**src/rtl/sinosc_pkg.sv**
```systemverilog
package sinosc_pkg;

	// field widths
	localparam int FREQ_W   = 24;
	localparam int AMP_W    = 16;
	localparam int SAMPLE_W = 16;
	localparam int PHASE_W  = 32;

	// shared multiplier, unsigned operands
	localparam int MUL_W  = 25;
	localparam int PROD_W = 2 * MUL_W;

	// quarter-wave polynomial, unsigned q16
	localparam logic [16:0] POLY_A = 17'd102944;
	localparam logic [15:0] POLY_B = 16'd42048;
	localparam logic [12:0] POLY_C = 13'd4640;
	localparam logic [16:0] ONE_Q16 = 17'h10000;
	localparam logic [14:0] SAT_Q15 = 15'h7fff;
	localparam logic [14:0] HALF_Q15 = 15'h4000;

	typedef enum logic [3:0] {
		ST_IDLE,
		ST_FR,
		ST_FQ,
		ST_PL,
		ST_PH,
		ST_QSR,
		ST_PHASE,
		ST_U2,
		ST_T1,
		ST_T2,
		ST_Y,
		ST_MAG
	} state_t;

	typedef enum logic [3:0] {
		OP_NONE,
		OP_LOAD,
		OP_FR,
		OP_FQ,
		OP_PL,
		OP_PH,
		OP_QSR,
		OP_PHASE,
		OP_U2,
		OP_T1,
		OP_T2,
		OP_Y,
		OP_MAG
	} dp_op_t;

	typedef struct packed {
		dp_op_t op;
	} dp_cmd_t;

	typedef struct packed {
		logic out_busy;
	} dp_stat_t;

endpackage

```
**src/rtl/sinosc_in_if.sv**
```systemverilog
interface sinosc_in_if import sinosc_pkg::*; ();
	logic                     valid;
	logic                     ready;
	logic signed [FREQ_W-1:0] frequency_hz;
	logic signed [AMP_W-1:0]  amplitude;

	modport source (output valid, output frequency_hz, output amplitude, input ready);
	modport sink (input valid, input frequency_hz, input amplitude, output ready);
endinterface

```
**src/rtl/sinosc_out_if.sv**
```systemverilog
interface sinosc_out_if import sinosc_pkg::*; ();
	logic                       valid;
	logic                       ready;
	logic signed [SAMPLE_W-1:0] sample;
	logic [PHASE_W-1:0]         phase_out;

	modport source (output valid, output sample, output phase_out, input ready);
	modport sink (input valid, input sample, input phase_out, output ready);
endinterface

```
**src/rtl/sine_oscillator_phase_accum_top.sv**
```systemverilog
// channel | dir | handshake     | word
// tone    | in  | valid / ready | frequency_hz (s24 q16.8), amplitude (s16 q1.15)
// wave    | out | valid / ready | sample (s16 q1.15), phase_out (u32, 2^32 = one turn)
//
// one word in work at a time: an accept and eleven steps, ten of them through the
// single shared 25x25 multiplier (increment, quarter-wave polynomial, amplitude) and
// one phase update
// a result shows after its word runs fr, fq, pl, ph, qsr, phase, u2, t1, t2, y, mag
// the output register lets the next word be accepted while a result waits
// a stalled result holds the last step until the output register frees up
// arst_n clears the phase accumulator and the output valid
module sine_oscillator_phase_accum_top import sinosc_pkg::*; #(
	parameter int SAMPLE_RATE = 48000,
	parameter int TABLE_BITS  = 10
) (
	input logic          clk,
	input logic          arst_n,
	sinosc_in_if.sink    tone,
	sinosc_out_if.source wave
);

	dp_cmd_t  cmd;
	dp_stat_t stat;

	// sequencer
	sinosc_ctrl u_ctrl (
		.clk        (clk),
		.arst_n     (arst_n),
		.tone_valid (tone.valid),
		.tone_ready (tone.ready),
		.cmd        (cmd),
		.stat       (stat)
	);

	// arithmetic and result register
	sinosc_dp #(
		.SAMPLE_RATE (SAMPLE_RATE),
		.TABLE_BITS  (TABLE_BITS)
	) u_dp (
		.clk          (clk),
		.arst_n       (arst_n),
		.cmd          (cmd),
		.stat         (stat),
		.frequency_hz (tone.frequency_hz),
		.amplitude    (tone.amplitude),
		.sample       (wave.sample),
		.phase_out    (wave.phase_out),
		.wave_valid   (wave.valid),
		.wave_ready   (wave.ready)
	);

endmodule

```
**src/rtl/sinosc_ctrl.sv**
```systemverilog
module sinosc_ctrl import sinosc_pkg::*; (
	input  logic     clk,
	input  logic     arst_n,
	input  logic     tone_valid,
	output logic     tone_ready,
	output dp_cmd_t  cmd,
	input  dp_stat_t stat
);

	state_t state_q, state_next;

	// state register
	always_ff @(posedge clk or negedge arst_n) begin
		if (!arst_n) begin
			state_q <= ST_IDLE;
		end else begin
			state_q <= state_next;
		end
	end

	// step sequence, at most one multiply per step
	always_comb begin
		state_next = state_q;
		cmd.op     = OP_NONE;
		tone_ready = 1'b0;
		unique case (state_q)
			ST_IDLE: begin
				tone_ready = 1'b1;
				if (tone_valid) begin
					cmd.op     = OP_LOAD;
					state_next = ST_FR;
				end
			end
			ST_FR: begin
				cmd.op     = OP_FR;
				state_next = ST_FQ;
			end
			ST_FQ: begin
				cmd.op     = OP_FQ;
				state_next = ST_PL;
			end
			ST_PL: begin
				cmd.op     = OP_PL;
				state_next = ST_PH;
			end
			ST_PH: begin
				cmd.op     = OP_PH;
				state_next = ST_QSR;
			end
			ST_QSR: begin
				cmd.op     = OP_QSR;
				state_next = ST_PHASE;
			end
			ST_PHASE: begin
				cmd.op     = OP_PHASE;
				state_next = ST_U2;
			end
			ST_U2: begin
				cmd.op     = OP_U2;
				state_next = ST_T1;
			end
			ST_T1: begin
				cmd.op     = OP_T1;
				state_next = ST_T2;
			end
			ST_T2: begin
				cmd.op     = OP_T2;
				state_next = ST_Y;
			end
			ST_Y: begin
				cmd.op     = OP_Y;
				state_next = ST_MAG;
			end
			ST_MAG: begin
				// wait here while the previous word is still unclaimed
				if (!stat.out_busy) begin
					cmd.op     = OP_MAG;
					state_next = ST_IDLE;
				end
			end
			default: begin
				state_next = ST_IDLE;
			end
		endcase
	end

endmodule

```
**src/rtl/sinosc_dp.sv**
```systemverilog
module sinosc_dp import sinosc_pkg::*; #(
	parameter int SAMPLE_RATE = 48000,
	parameter int TABLE_BITS  = 10
) (
	input  logic                       clk,
	input  logic                       arst_n,
	input  dp_cmd_t                    cmd,
	output dp_stat_t                   stat,
	input  logic signed [FREQ_W-1:0]   frequency_hz,
	input  logic signed [AMP_W-1:0]    amplitude,
	output logic signed [SAMPLE_W-1:0] sample,
	output logic [PHASE_W-1:0]         phase_out,
	output logic                       wave_valid,
	input  logic                       wave_ready
);

	// increment = f*Q + floor((f*R + SR/2) / SR), with 2^24 = Q*SR + R
	localparam int R_W = $clog2(SAMPLE_RATE + 1);
	localparam int X_W = 24 + R_W;
	localparam longint unsigned TURN_Q24 = 64'd1 << 24;
	localparam logic [R_W-1:0] SR_C = R_W'(SAMPLE_RATE);
	localparam logic [R_W-1:0] R_C = R_W'(TURN_Q24 % 64'(SAMPLE_RATE));
	localparam logic [R_W-1:0] H_C = R_W'(SAMPLE_RATE / 2);
	localparam logic [MUL_W-1:0] Q_C = MUL_W'(TURN_Q24 / 64'(SAMPLE_RATE));
	// reciprocal, 2^X_W / SR, held below 2^25 (a power of two rate reaches it)
	// the quotient estimate stays within one below the true value either way
	localparam longint unsigned M_FULL = (64'd1 << X_W) / 64'(SAMPLE_RATE);
	localparam logic [MUL_W-1:0] M_C = (M_FULL >= (64'd1 << MUL_W)) ? '1 : MUL_W'(M_FULL);
	// table index bits below the quadrant, placed in q16
	localparam int X_SHIFT = 18 - TABLE_BITS;
	localparam logic [15:0] X_MASK = 16'(ONE_Q16 - (17'd1 << X_SHIFT));

	logic [FREQ_W-2:0]      f_q;
	logic [AMP_W-2:0]       a_q;
	logic [X_W-1:0]         x_q;
	logic [PHASE_W-1:0]     fq_q;
	logic [MUL_W-1:0]       pl_q;
	logic [23:0]            qa_q;
	logic [X_W-1:0]         qsr_q;
	logic [PHASE_W-1:0]     phase_q;
	logic [16:0]            u2_q;
	logic [15:0]            t1_q;
	logic [16:0]            t2_q;
	logic [14:0]            ys_q;
	logic signed [SAMPLE_W-1:0] sample_q;
	logic [PHASE_W-1:0]     phase_out_q;
	logic                   out_valid_q;

	logic [MUL_W-1:0]  mul_a, mul_b;
	logic [PROD_W-1:0] prod;
	logic [15:0]       x16;
	logic [16:0]       u;
	logic [R_W+25:0]   qa_sum;
	logic [X_W-1:0]    rem;
	logic              corr;
	logic [PHASE_W-1:0] inc;
	logic [17:0]       y_rnd;
	logic [16:0]       y_half;
	logic [14:0]       ys_next;
	logic [29:0]       mag_sum;
	logic [14:0]       mag;

	// quarter-wave argument from the current phase
	always_comb begin
		x16 = phase_q[29:14] & X_MASK;
		u   = phase_q[30] ? (ONE_Q16 - {1'b0, x16}) : {1'b0, x16};
	end

	// shared multiplier operand select
	always_comb begin
		mul_a = '0;
		mul_b = '0;
		unique case (cmd.op)
			OP_FR: begin
				mul_a = MUL_W'(f_q);
				mul_b = MUL_W'(R_C);
			end
			OP_FQ: begin
				mul_a = MUL_W'(f_q);
				mul_b = Q_C;
			end
			OP_PL: begin
				mul_a = MUL_W'(x_q[23:0]);
				mul_b = M_C;
			end
			OP_PH: begin
				mul_a = MUL_W'(x_q[X_W-1:24]);
				mul_b = M_C;
			end
			OP_QSR: begin
				mul_a = MUL_W'(qa_q);
				mul_b = MUL_W'(SR_C);
			end
			OP_U2: begin
				mul_a = MUL_W'(u);
				mul_b = MUL_W'(u);
			end
			OP_T1: begin
				mul_a = MUL_W'(POLY_C);
				mul_b = MUL_W'(u2_q);
			end
			OP_T2: begin
				mul_a = MUL_W'(t1_q);
				mul_b = MUL_W'(u2_q);
			end
			OP_Y: begin
				mul_a = MUL_W'(u);
				mul_b = MUL_W'(t2_q);
			end
			OP_MAG: begin
				mul_a = MUL_W'(ys_q);
				mul_b = MUL_W'(a_q);
			end
			default: begin
				mul_a = '0;
				mul_b = '0;
			end
		endcase
	end

	assign prod = PROD_W'(mul_a) * PROD_W'(mul_b);

	// post-multiply arithmetic
	always_comb begin
		qa_sum  = (R_W+26)'(prod[R_W+24:0]) + (R_W+26)'(pl_q);
		rem     = x_q - qsr_q;
		corr    = (rem >= X_W'(SR_C));
		inc     = fq_q + PHASE_W'(qa_q) + PHASE_W'(corr);
		y_rnd   = {1'b0, prod[32:16]} + 18'd1;
		y_half  = y_rnd[17:1];
		ys_next = (y_half > {2'b00, SAT_Q15}) ? SAT_Q15 : y_half[14:0];
		mag_sum = prod[29:0] + 30'(HALF_Q15);
		mag     = mag_sum[29:15];
	end

	// phase accumulator and output valid
	always_ff @(posedge clk or negedge arst_n) begin
		if (!arst_n) begin
			phase_q     <= '0;
			out_valid_q <= 1'b0;
		end else begin
			if (cmd.op == OP_PHASE) begin
				phase_q <= phase_q + inc;
			end
			if (cmd.op == OP_MAG) begin
				out_valid_q <= 1'b1;
			end else if (wave_ready) begin
				out_valid_q <= 1'b0;
			end
		end
	end

	// working registers, each written by a single step
	always_ff @(posedge clk) begin
		case (cmd.op)
			OP_LOAD: begin
				f_q <= frequency_hz[FREQ_W-1] ? '0 : frequency_hz[FREQ_W-2:0];
				a_q <= amplitude[AMP_W-1] ? '0 : amplitude[AMP_W-2:0];
			end
			OP_FR:  x_q   <= X_W'(prod) + X_W'(H_C);
			OP_FQ:  fq_q  <= prod[PHASE_W-1:0];
			OP_PL:  pl_q  <= prod[48:24];
			OP_PH:  qa_q  <= qa_sum[R_W+23:R_W];
			OP_QSR: qsr_q <= prod[X_W-1:0];
			OP_U2:  u2_q  <= prod[32:16];
			OP_T1:  t1_q  <= POLY_B - prod[31:16];
			OP_T2:  t2_q  <= POLY_A - {1'b0, prod[31:16]};
			OP_Y:   ys_q  <= ys_next;
			OP_MAG: begin
				sample_q    <= phase_q[31] ? -$signed({1'b0, mag}) : $signed({1'b0, mag});
				phase_out_q <= phase_q;
			end
			default: begin
			end
		endcase
	end

	assign stat.out_busy = out_valid_q && !wave_ready;
	assign wave_valid    = out_valid_q;
	assign sample        = sample_q;
	assign phase_out     = phase_out_q;

endmodule

```
**src/flat_wrapper.sv**
```systemverilog
// flat-port wrapper written by rule: the top's interface ports become plain ports
module sine_oscillator_phase_accum_top_flat import sinosc_pkg::*;
#(
	parameter int SAMPLE_RATE = 48000,
	parameter int TABLE_BITS  = 10
)
  (clk, arst_n, tone_valid, tone_frequency_hz, tone_amplitude, tone_ready, wave_valid, wave_sample, wave_phase_out, wave_ready);
  sinosc_in_if tone_i ();
  sinosc_out_if wave_i ();
  input logic clk;
  input logic arst_n;
  input wire logic [$bits(tone_i.valid)-1:0] tone_valid;
  input wire logic [$bits(tone_i.frequency_hz)-1:0] tone_frequency_hz;
  input wire logic [$bits(tone_i.amplitude)-1:0] tone_amplitude;
  output wire logic [$bits(tone_i.ready)-1:0] tone_ready;
  output wire logic [$bits(wave_i.valid)-1:0] wave_valid;
  output wire logic [$bits(wave_i.sample)-1:0] wave_sample;
  output wire logic [$bits(wave_i.phase_out)-1:0] wave_phase_out;
  input wire logic [$bits(wave_i.ready)-1:0] wave_ready;
  assign tone_i.valid = tone_valid;
  assign tone_i.frequency_hz = tone_frequency_hz;
  assign tone_i.amplitude = tone_amplitude;
  assign tone_ready = tone_i.ready;
  assign wave_valid = wave_i.valid;
  assign wave_sample = wave_i.sample;
  assign wave_phase_out = wave_i.phase_out;
  assign wave_i.ready = wave_ready;
  sine_oscillator_phase_accum_top #(.SAMPLE_RATE(SAMPLE_RATE), .TABLE_BITS(TABLE_BITS)) u_core (.clk(clk), .arst_n(arst_n), .tone(tone_i), .wave(wave_i));
endmodule
```
**config.mk**
```make
export PLATFORM = sky130hd
export DESIGN_NAME = sine_oscillator_phase_accum_top_flat
export DESIGN_NICKNAME = d
export VERILOG_FILES = /design/src/rtl/sinosc_pkg.sv /design/src/rtl/sinosc_in_if.sv /design/src/rtl/sinosc_out_if.sv /design/src/rtl/sine_oscillator_phase_accum_top.sv /design/src/rtl/sinosc_ctrl.sv /design/src/rtl/sinosc_dp.sv /design/src/flat_wrapper.sv
export SDC_FILE = /design/constraint.sdc
export NUM_CORES = 2
export LEC_CHECK = 0
export ABC_AREA = 1
export ABC_CLOCK_PERIOD_IN_PS = 17400
export BUFFER_PORTS_ARGS = -buffer_cell sky130_fd_sc_hd__buf_4
export CORE_MARGIN = 2
export CORE_UTILIZATION = 37
export CTS_BUF_LIST = sky130_fd_sc_hd__clkbuf_2 sky130_fd_sc_hd__clkbuf_4 sky130_fd_sc_hd__clkbuf_8
export CTS_CLUSTER_DIAMETER = 150
export DETAILED_ROUTE_END_ITERATION = 16
export GPL_ROUTABILITY_DRIVEN = 0
export GPL_TIMING_DRIVEN = 1
export PLACE_DENSITY = 0.51
export SYNTH_ARGS = -nofsm -noshare
export SYNTH_HDL_FRONTEND = slang
export SYNTH_HIERARCHICAL = 1
export SYNTH_SLANG_ARGS = --single-unit
```
**constraint.sdc**
```tcl
create_clock -name clk -period 17.4 [get_ports clk]
set_input_delay 1.74 -clock clk [delete_from_list [all_inputs] [get_ports clk]]
set_output_delay 1.74 -clock clk [all_outputs]
set_load 0.05 [all_outputs]
```
==> impl_metrics.sql <==
INSERT INTO impl_metrics (metric_group, metric, value, unit) VALUES
('timing', 'fmax', '72.95', 'MHz'),
('synth', 'ys.warnings.count', '6', ''),
('timing', 'worstMarginPinSlew', '1.141', 'ns'),
('clocking', 'cts_tree', 'built', ''),
('synth', 'library_cells_used_by_synthesis', '67', ''),
('route', 'post_drt_via_cell_ratio', '5.081', ''),
('global_routing', 'grt_pass1_vias', '30930', ''),
('floorplan', 'floorplan.initialDensity', '37.40', '%'),
('timing', 'clock-skew-final', '0.04429', 'ns'),
('final_layout', 'nFillCells', '10720', ''),
('hold_path', 'worstHoldPathType', 'reg2reg', ''),
('timing', 'timing.setup.tns', '0', 'ns'),
('critical_path', 'crit_path_frequent_cell', 'sky130_fd_sc_hd__nand2_1', ''),
('synth', 'yosysMostFrequentCell', 'sky130_fd_sc_hd__inv_1', ''),
('placed_design', 'port-buffer-count', '93', ''),
('synth', 'synthDominantCellAreaShare', '23.76', '%'),
('critical_path', 'cp.buffers_inverters', '11', ''),
('synth', 'post_synth_inst_count', '4658', ''),
('timing', 'unrepaired_setup_endpoints_after_global_routing', 'no', ''),
('placed_design', 'detailedPlacementHpwl', '113000', 'um'),
('global_routing', 'grt_antenna_before_repair', '5', ''),
('clocking', 'clock_sink_count', '349', ''),
('run', 'cap_viol_max_count', '0', ''),
('critical_path', 'worstPathArrival', '14.10', 'ns'),
('synth', 'synth_area', '39420', 'um^2'),
('clocking', 'cts_made_buffers', '60', ''),
('critical_path', 'worst-path-max-fanout', '27', ''),
('final_layout', 'multi_input_comb_area', '24620', 'um^2'),
('critical_path', 'worst_path_max_delay_cell', 'sky130_fd_sc_hd__clkinv_1', ''),
('floorplan', 'area_of_the_core', '105400', 'um^2'),
('clocking', 'max-clock-path-buffers', '3', ''),
('route', 'detail-route-antenna-nets', '0', ''),
('final_layout', 'nets', '5615', ''),
('global_routing', 'grt_util_all_layers', '25.39', '%'),
('timing', 'setup_viol', '0', ''),
('run_status', 'run_status', 'finished clean', ''),
('global_routing', 'grt_start_max_net_pins', '49', ''),
('synth', 'synth_enable_flop_cells', '312', ''),
('clocking', 'clock_tree.root_cell', 'sky130_fd_sc_hd__clkbuf_8', ''),
('clocking', 'cts.reportedPaths.clkPinSlew', '0.06', 'ns'),
('synth', 'post_synth_most_frequent_cells', 'sky130_fd_sc_hd__inv_1, sky130_fd_sc_hd__nand2_1, sky130_fd_sc_hd__fa_1, sky130_fd_sc_hd__nor2_1, sky130_fd_sc_hd__ha_1', ''),
('clocking', 'cts_hold_buffers', '0', ''),
('critical_path', 'path_class', 'in2reg', ''),
('clocking', 'cts-resized-gates', '0', ''),
('route', 'wire_length_per_cell', '22.11', 'um'),
('floorplan', 'die_height', '330.4', 'um'),
('route', 'drt-initial-drc-count', '3300', ''),
('floorplan', 'die-area', '109200', 'um^2'),
('synth', 'leading_cell_types_by_total_area_after_synthesis', 'sky130_fd_sc_hd__edfxtp_1, sky130_fd_sc_hd__fa_1, sky130_fd_sc_hd__inv_1', ''),
('timing', 'fin_crit', '13.71', 'ns'),
('synth', 'postSynthAreaPerCell', '8.464', 'um^2'),
('synth', 'asyncSetResetFlopFracSynth', '10.60', '%'),
('route', 'via_count', '31670', ''),
('final_layout', 'synthesis_to_finish_area_growth', '9.588', '%'),
('critical_path', 'critPathMaxStageDelay', '0.85', 'ns'),
('route', 'drc', '0', ''),
('critical_path', 'critPathRequiredTime', '17.79', 'ns'),
('timing', 'period_utilisation_layout', '78.78', '%'),
('synth', 'synth_sequential_area_ratio', '26.11', '%'),
('final_layout', 'layout.area.seq', '10290', 'um^2'),
('clocking', 'clk-insertion-delay-late', '0.70', 'ns'),
('synth', 'cell_type_with_the_largest_total_area_after_synthesis', 'sky130_fd_sc_hd__edfxtp_1', ''),
('global_routing', 'grt_remaining_overflow', '0', ''),
('floorplan', 'design.portCount', '94', ''),
('clocking', 'post-cts-setup-buffer-count', '0', ''),
('timing', 'slew_violations', '0', ''),
('global_routing', 'grt_pass1_wl', '202200', 'um'),
('critical_path', 'worst_path_dominant_cell_family', 'simple AND/OR/NAND/NOR gates', ''),
('critical_path', 'worst_setup_path_start_kind', 'input pin', ''),
('floorplan', 'die_width', '330.4', 'um'),
('timing', 'timing_hold_violations_final', '0', ''),
('critical_path', 'critical_path.endpoint_type', 'flip-flop', ''),
('final_layout', 'final_layout_size_suffix_gt1_share', '7.664', '%'),
('floorplan', 'floorplan.rows', '119', ''),
('route', 'first_pass_iters', '8', ''),
('clocking', 'cts_h_tree_lvls', '2', ''),
('synth', 'dominantRegCellSynth', 'sky130_fd_sc_hd__edfxtp_1', ''),
('synth', 'yosys_register_bits', '349', ''),
('timing', 'relSlewSlack', '23.74', '%'),
('route', 'detail_route.wirelength', '137800', 'um');
[per-layer routing]
metal / GRT usage (%) / vias up / wire length [um]
met2: 38.03 / 1281 / 59020
met1: 37.12 / 15550 / 62370
met4: 7.938 / 0 / 4567
met5: 0 / - / 0
li1: - / 14660 / -
met3: 4.659 / 185 / 11870
[state kept, by name (all words and copies together), names as in the netlist]
register and flops:
u_core/u_ctrl/state_q 4, u_core/u_dp/a_q 15, u_core/u_dp/f_q 23, u_core/u_dp/fq_q 32, u_core/u_dp/phase_out 32, u_core/u_dp/phase_q 32, u_core/u_dp/pl_q 25, u_core/u_dp/qa_q 24
u_core/u_dp/qsr_q 40, u_core/u_dp/sample 16, u_core/u_dp/t1_q 16, u_core/u_dp/t2_q 17, u_core/u_dp/u2_q 17, u_core/u_dp/wave_valid 1, u_core/u_dp/x_q 40, u_core/u_dp/ys_q 15
[cells in the final DEF, fill, tap and decap left out, drive strengths merged, types with 76 or more instances in the layout]
cell type  instances
a21oi            173
nand3            156
fa               460
ha               316
xor2             119
edfxtp           312
nor2             463
buf              139
inv             1126
o21ai            130
clkbuf            76
nand2            998
[layout make-up]
| type | count | share of cell area (%) |
|---|---|---|
| Tap cell | 1391 | 4.028 |
| Multi-Input combinational cell | 3106 | 56.98 |
| Clock inverter | 32 | 0.6082 |
| Sequential cell | 349 | 23.83 |
| Antenna cell | 1 | 0.005792 |
| Clock buffer | 76 | 2.233 |
| Inverter | 1139 | 9.902 |
| Timing Repair Buffer | 139 | 2.415 |
[through the flow]
stage | cell area (um^2) | setup slack (ns) | hold WS [ns] | utilization [%] | instances
floorplan | 39450 | 5.889 | 0.4487 | - | 4665
global placement | 41970 | 3.418 | 0.4791 | 39.82 | 6124
detailed placement | 41970 | 3.179 | 0.4797 | 39.82 | 6124
CTS | 43200 | 3.883 | 0.4942 | 40.98 | 6232
global route | 43200 | 3.095 | 0.5095 | 40.98 | 6233
finish | 43200 | 3.692 | 0.4892 | 40.98 | 6233
[path summary, 6_finish.rpt]
check / slack [ns] / startpoint / cells past startpoint / to
worst min-delay path: 0.49 / u_core/u_dp/phase_q[0] / 0 / u_core/u_dp/phase_out[0]
worst max register to register: 4.31 / u_core/u_ctrl/state_q[1] / 42 / u_core/u_dp/ys_q[5]
min in group asynchronous: 1.05 / arst_n / 1 / u_core/u_dp/phase_q[22]
worst min register to register: 0.49 / u_core/u_dp/phase_q[0] / 0 / u_core/u_dp/phase_out[0]
max in group asynchronous: 15.90 / arst_n / 1 / u_core/u_dp/phase_q[1]
worst max-delay path: 3.69 / wave_ready / 42 / u_core/u_dp/ys_q[5]
[cells by family (layout without fill, tap and decap cells)]
kind of cell             count (synthesis)  in the layout  share of synthesized area (%)
AND/OR/NAND/NOR                       1730           1730                          18.63
AO/OA/AOI/OAI                          433            433                          6.535
XOR/XNOR                               158            158                          3.691
flip-flops                             349            349                          26.11
other                                    2             10                        0.01905
buffers and inverters                 1210           1386                          11.62
adder cells (fa/ha/maj)                776            776                          33.39
Power is not shown: default switching activity piles up to over one toggle a cycle in this logic, so the estimate is an artifact.
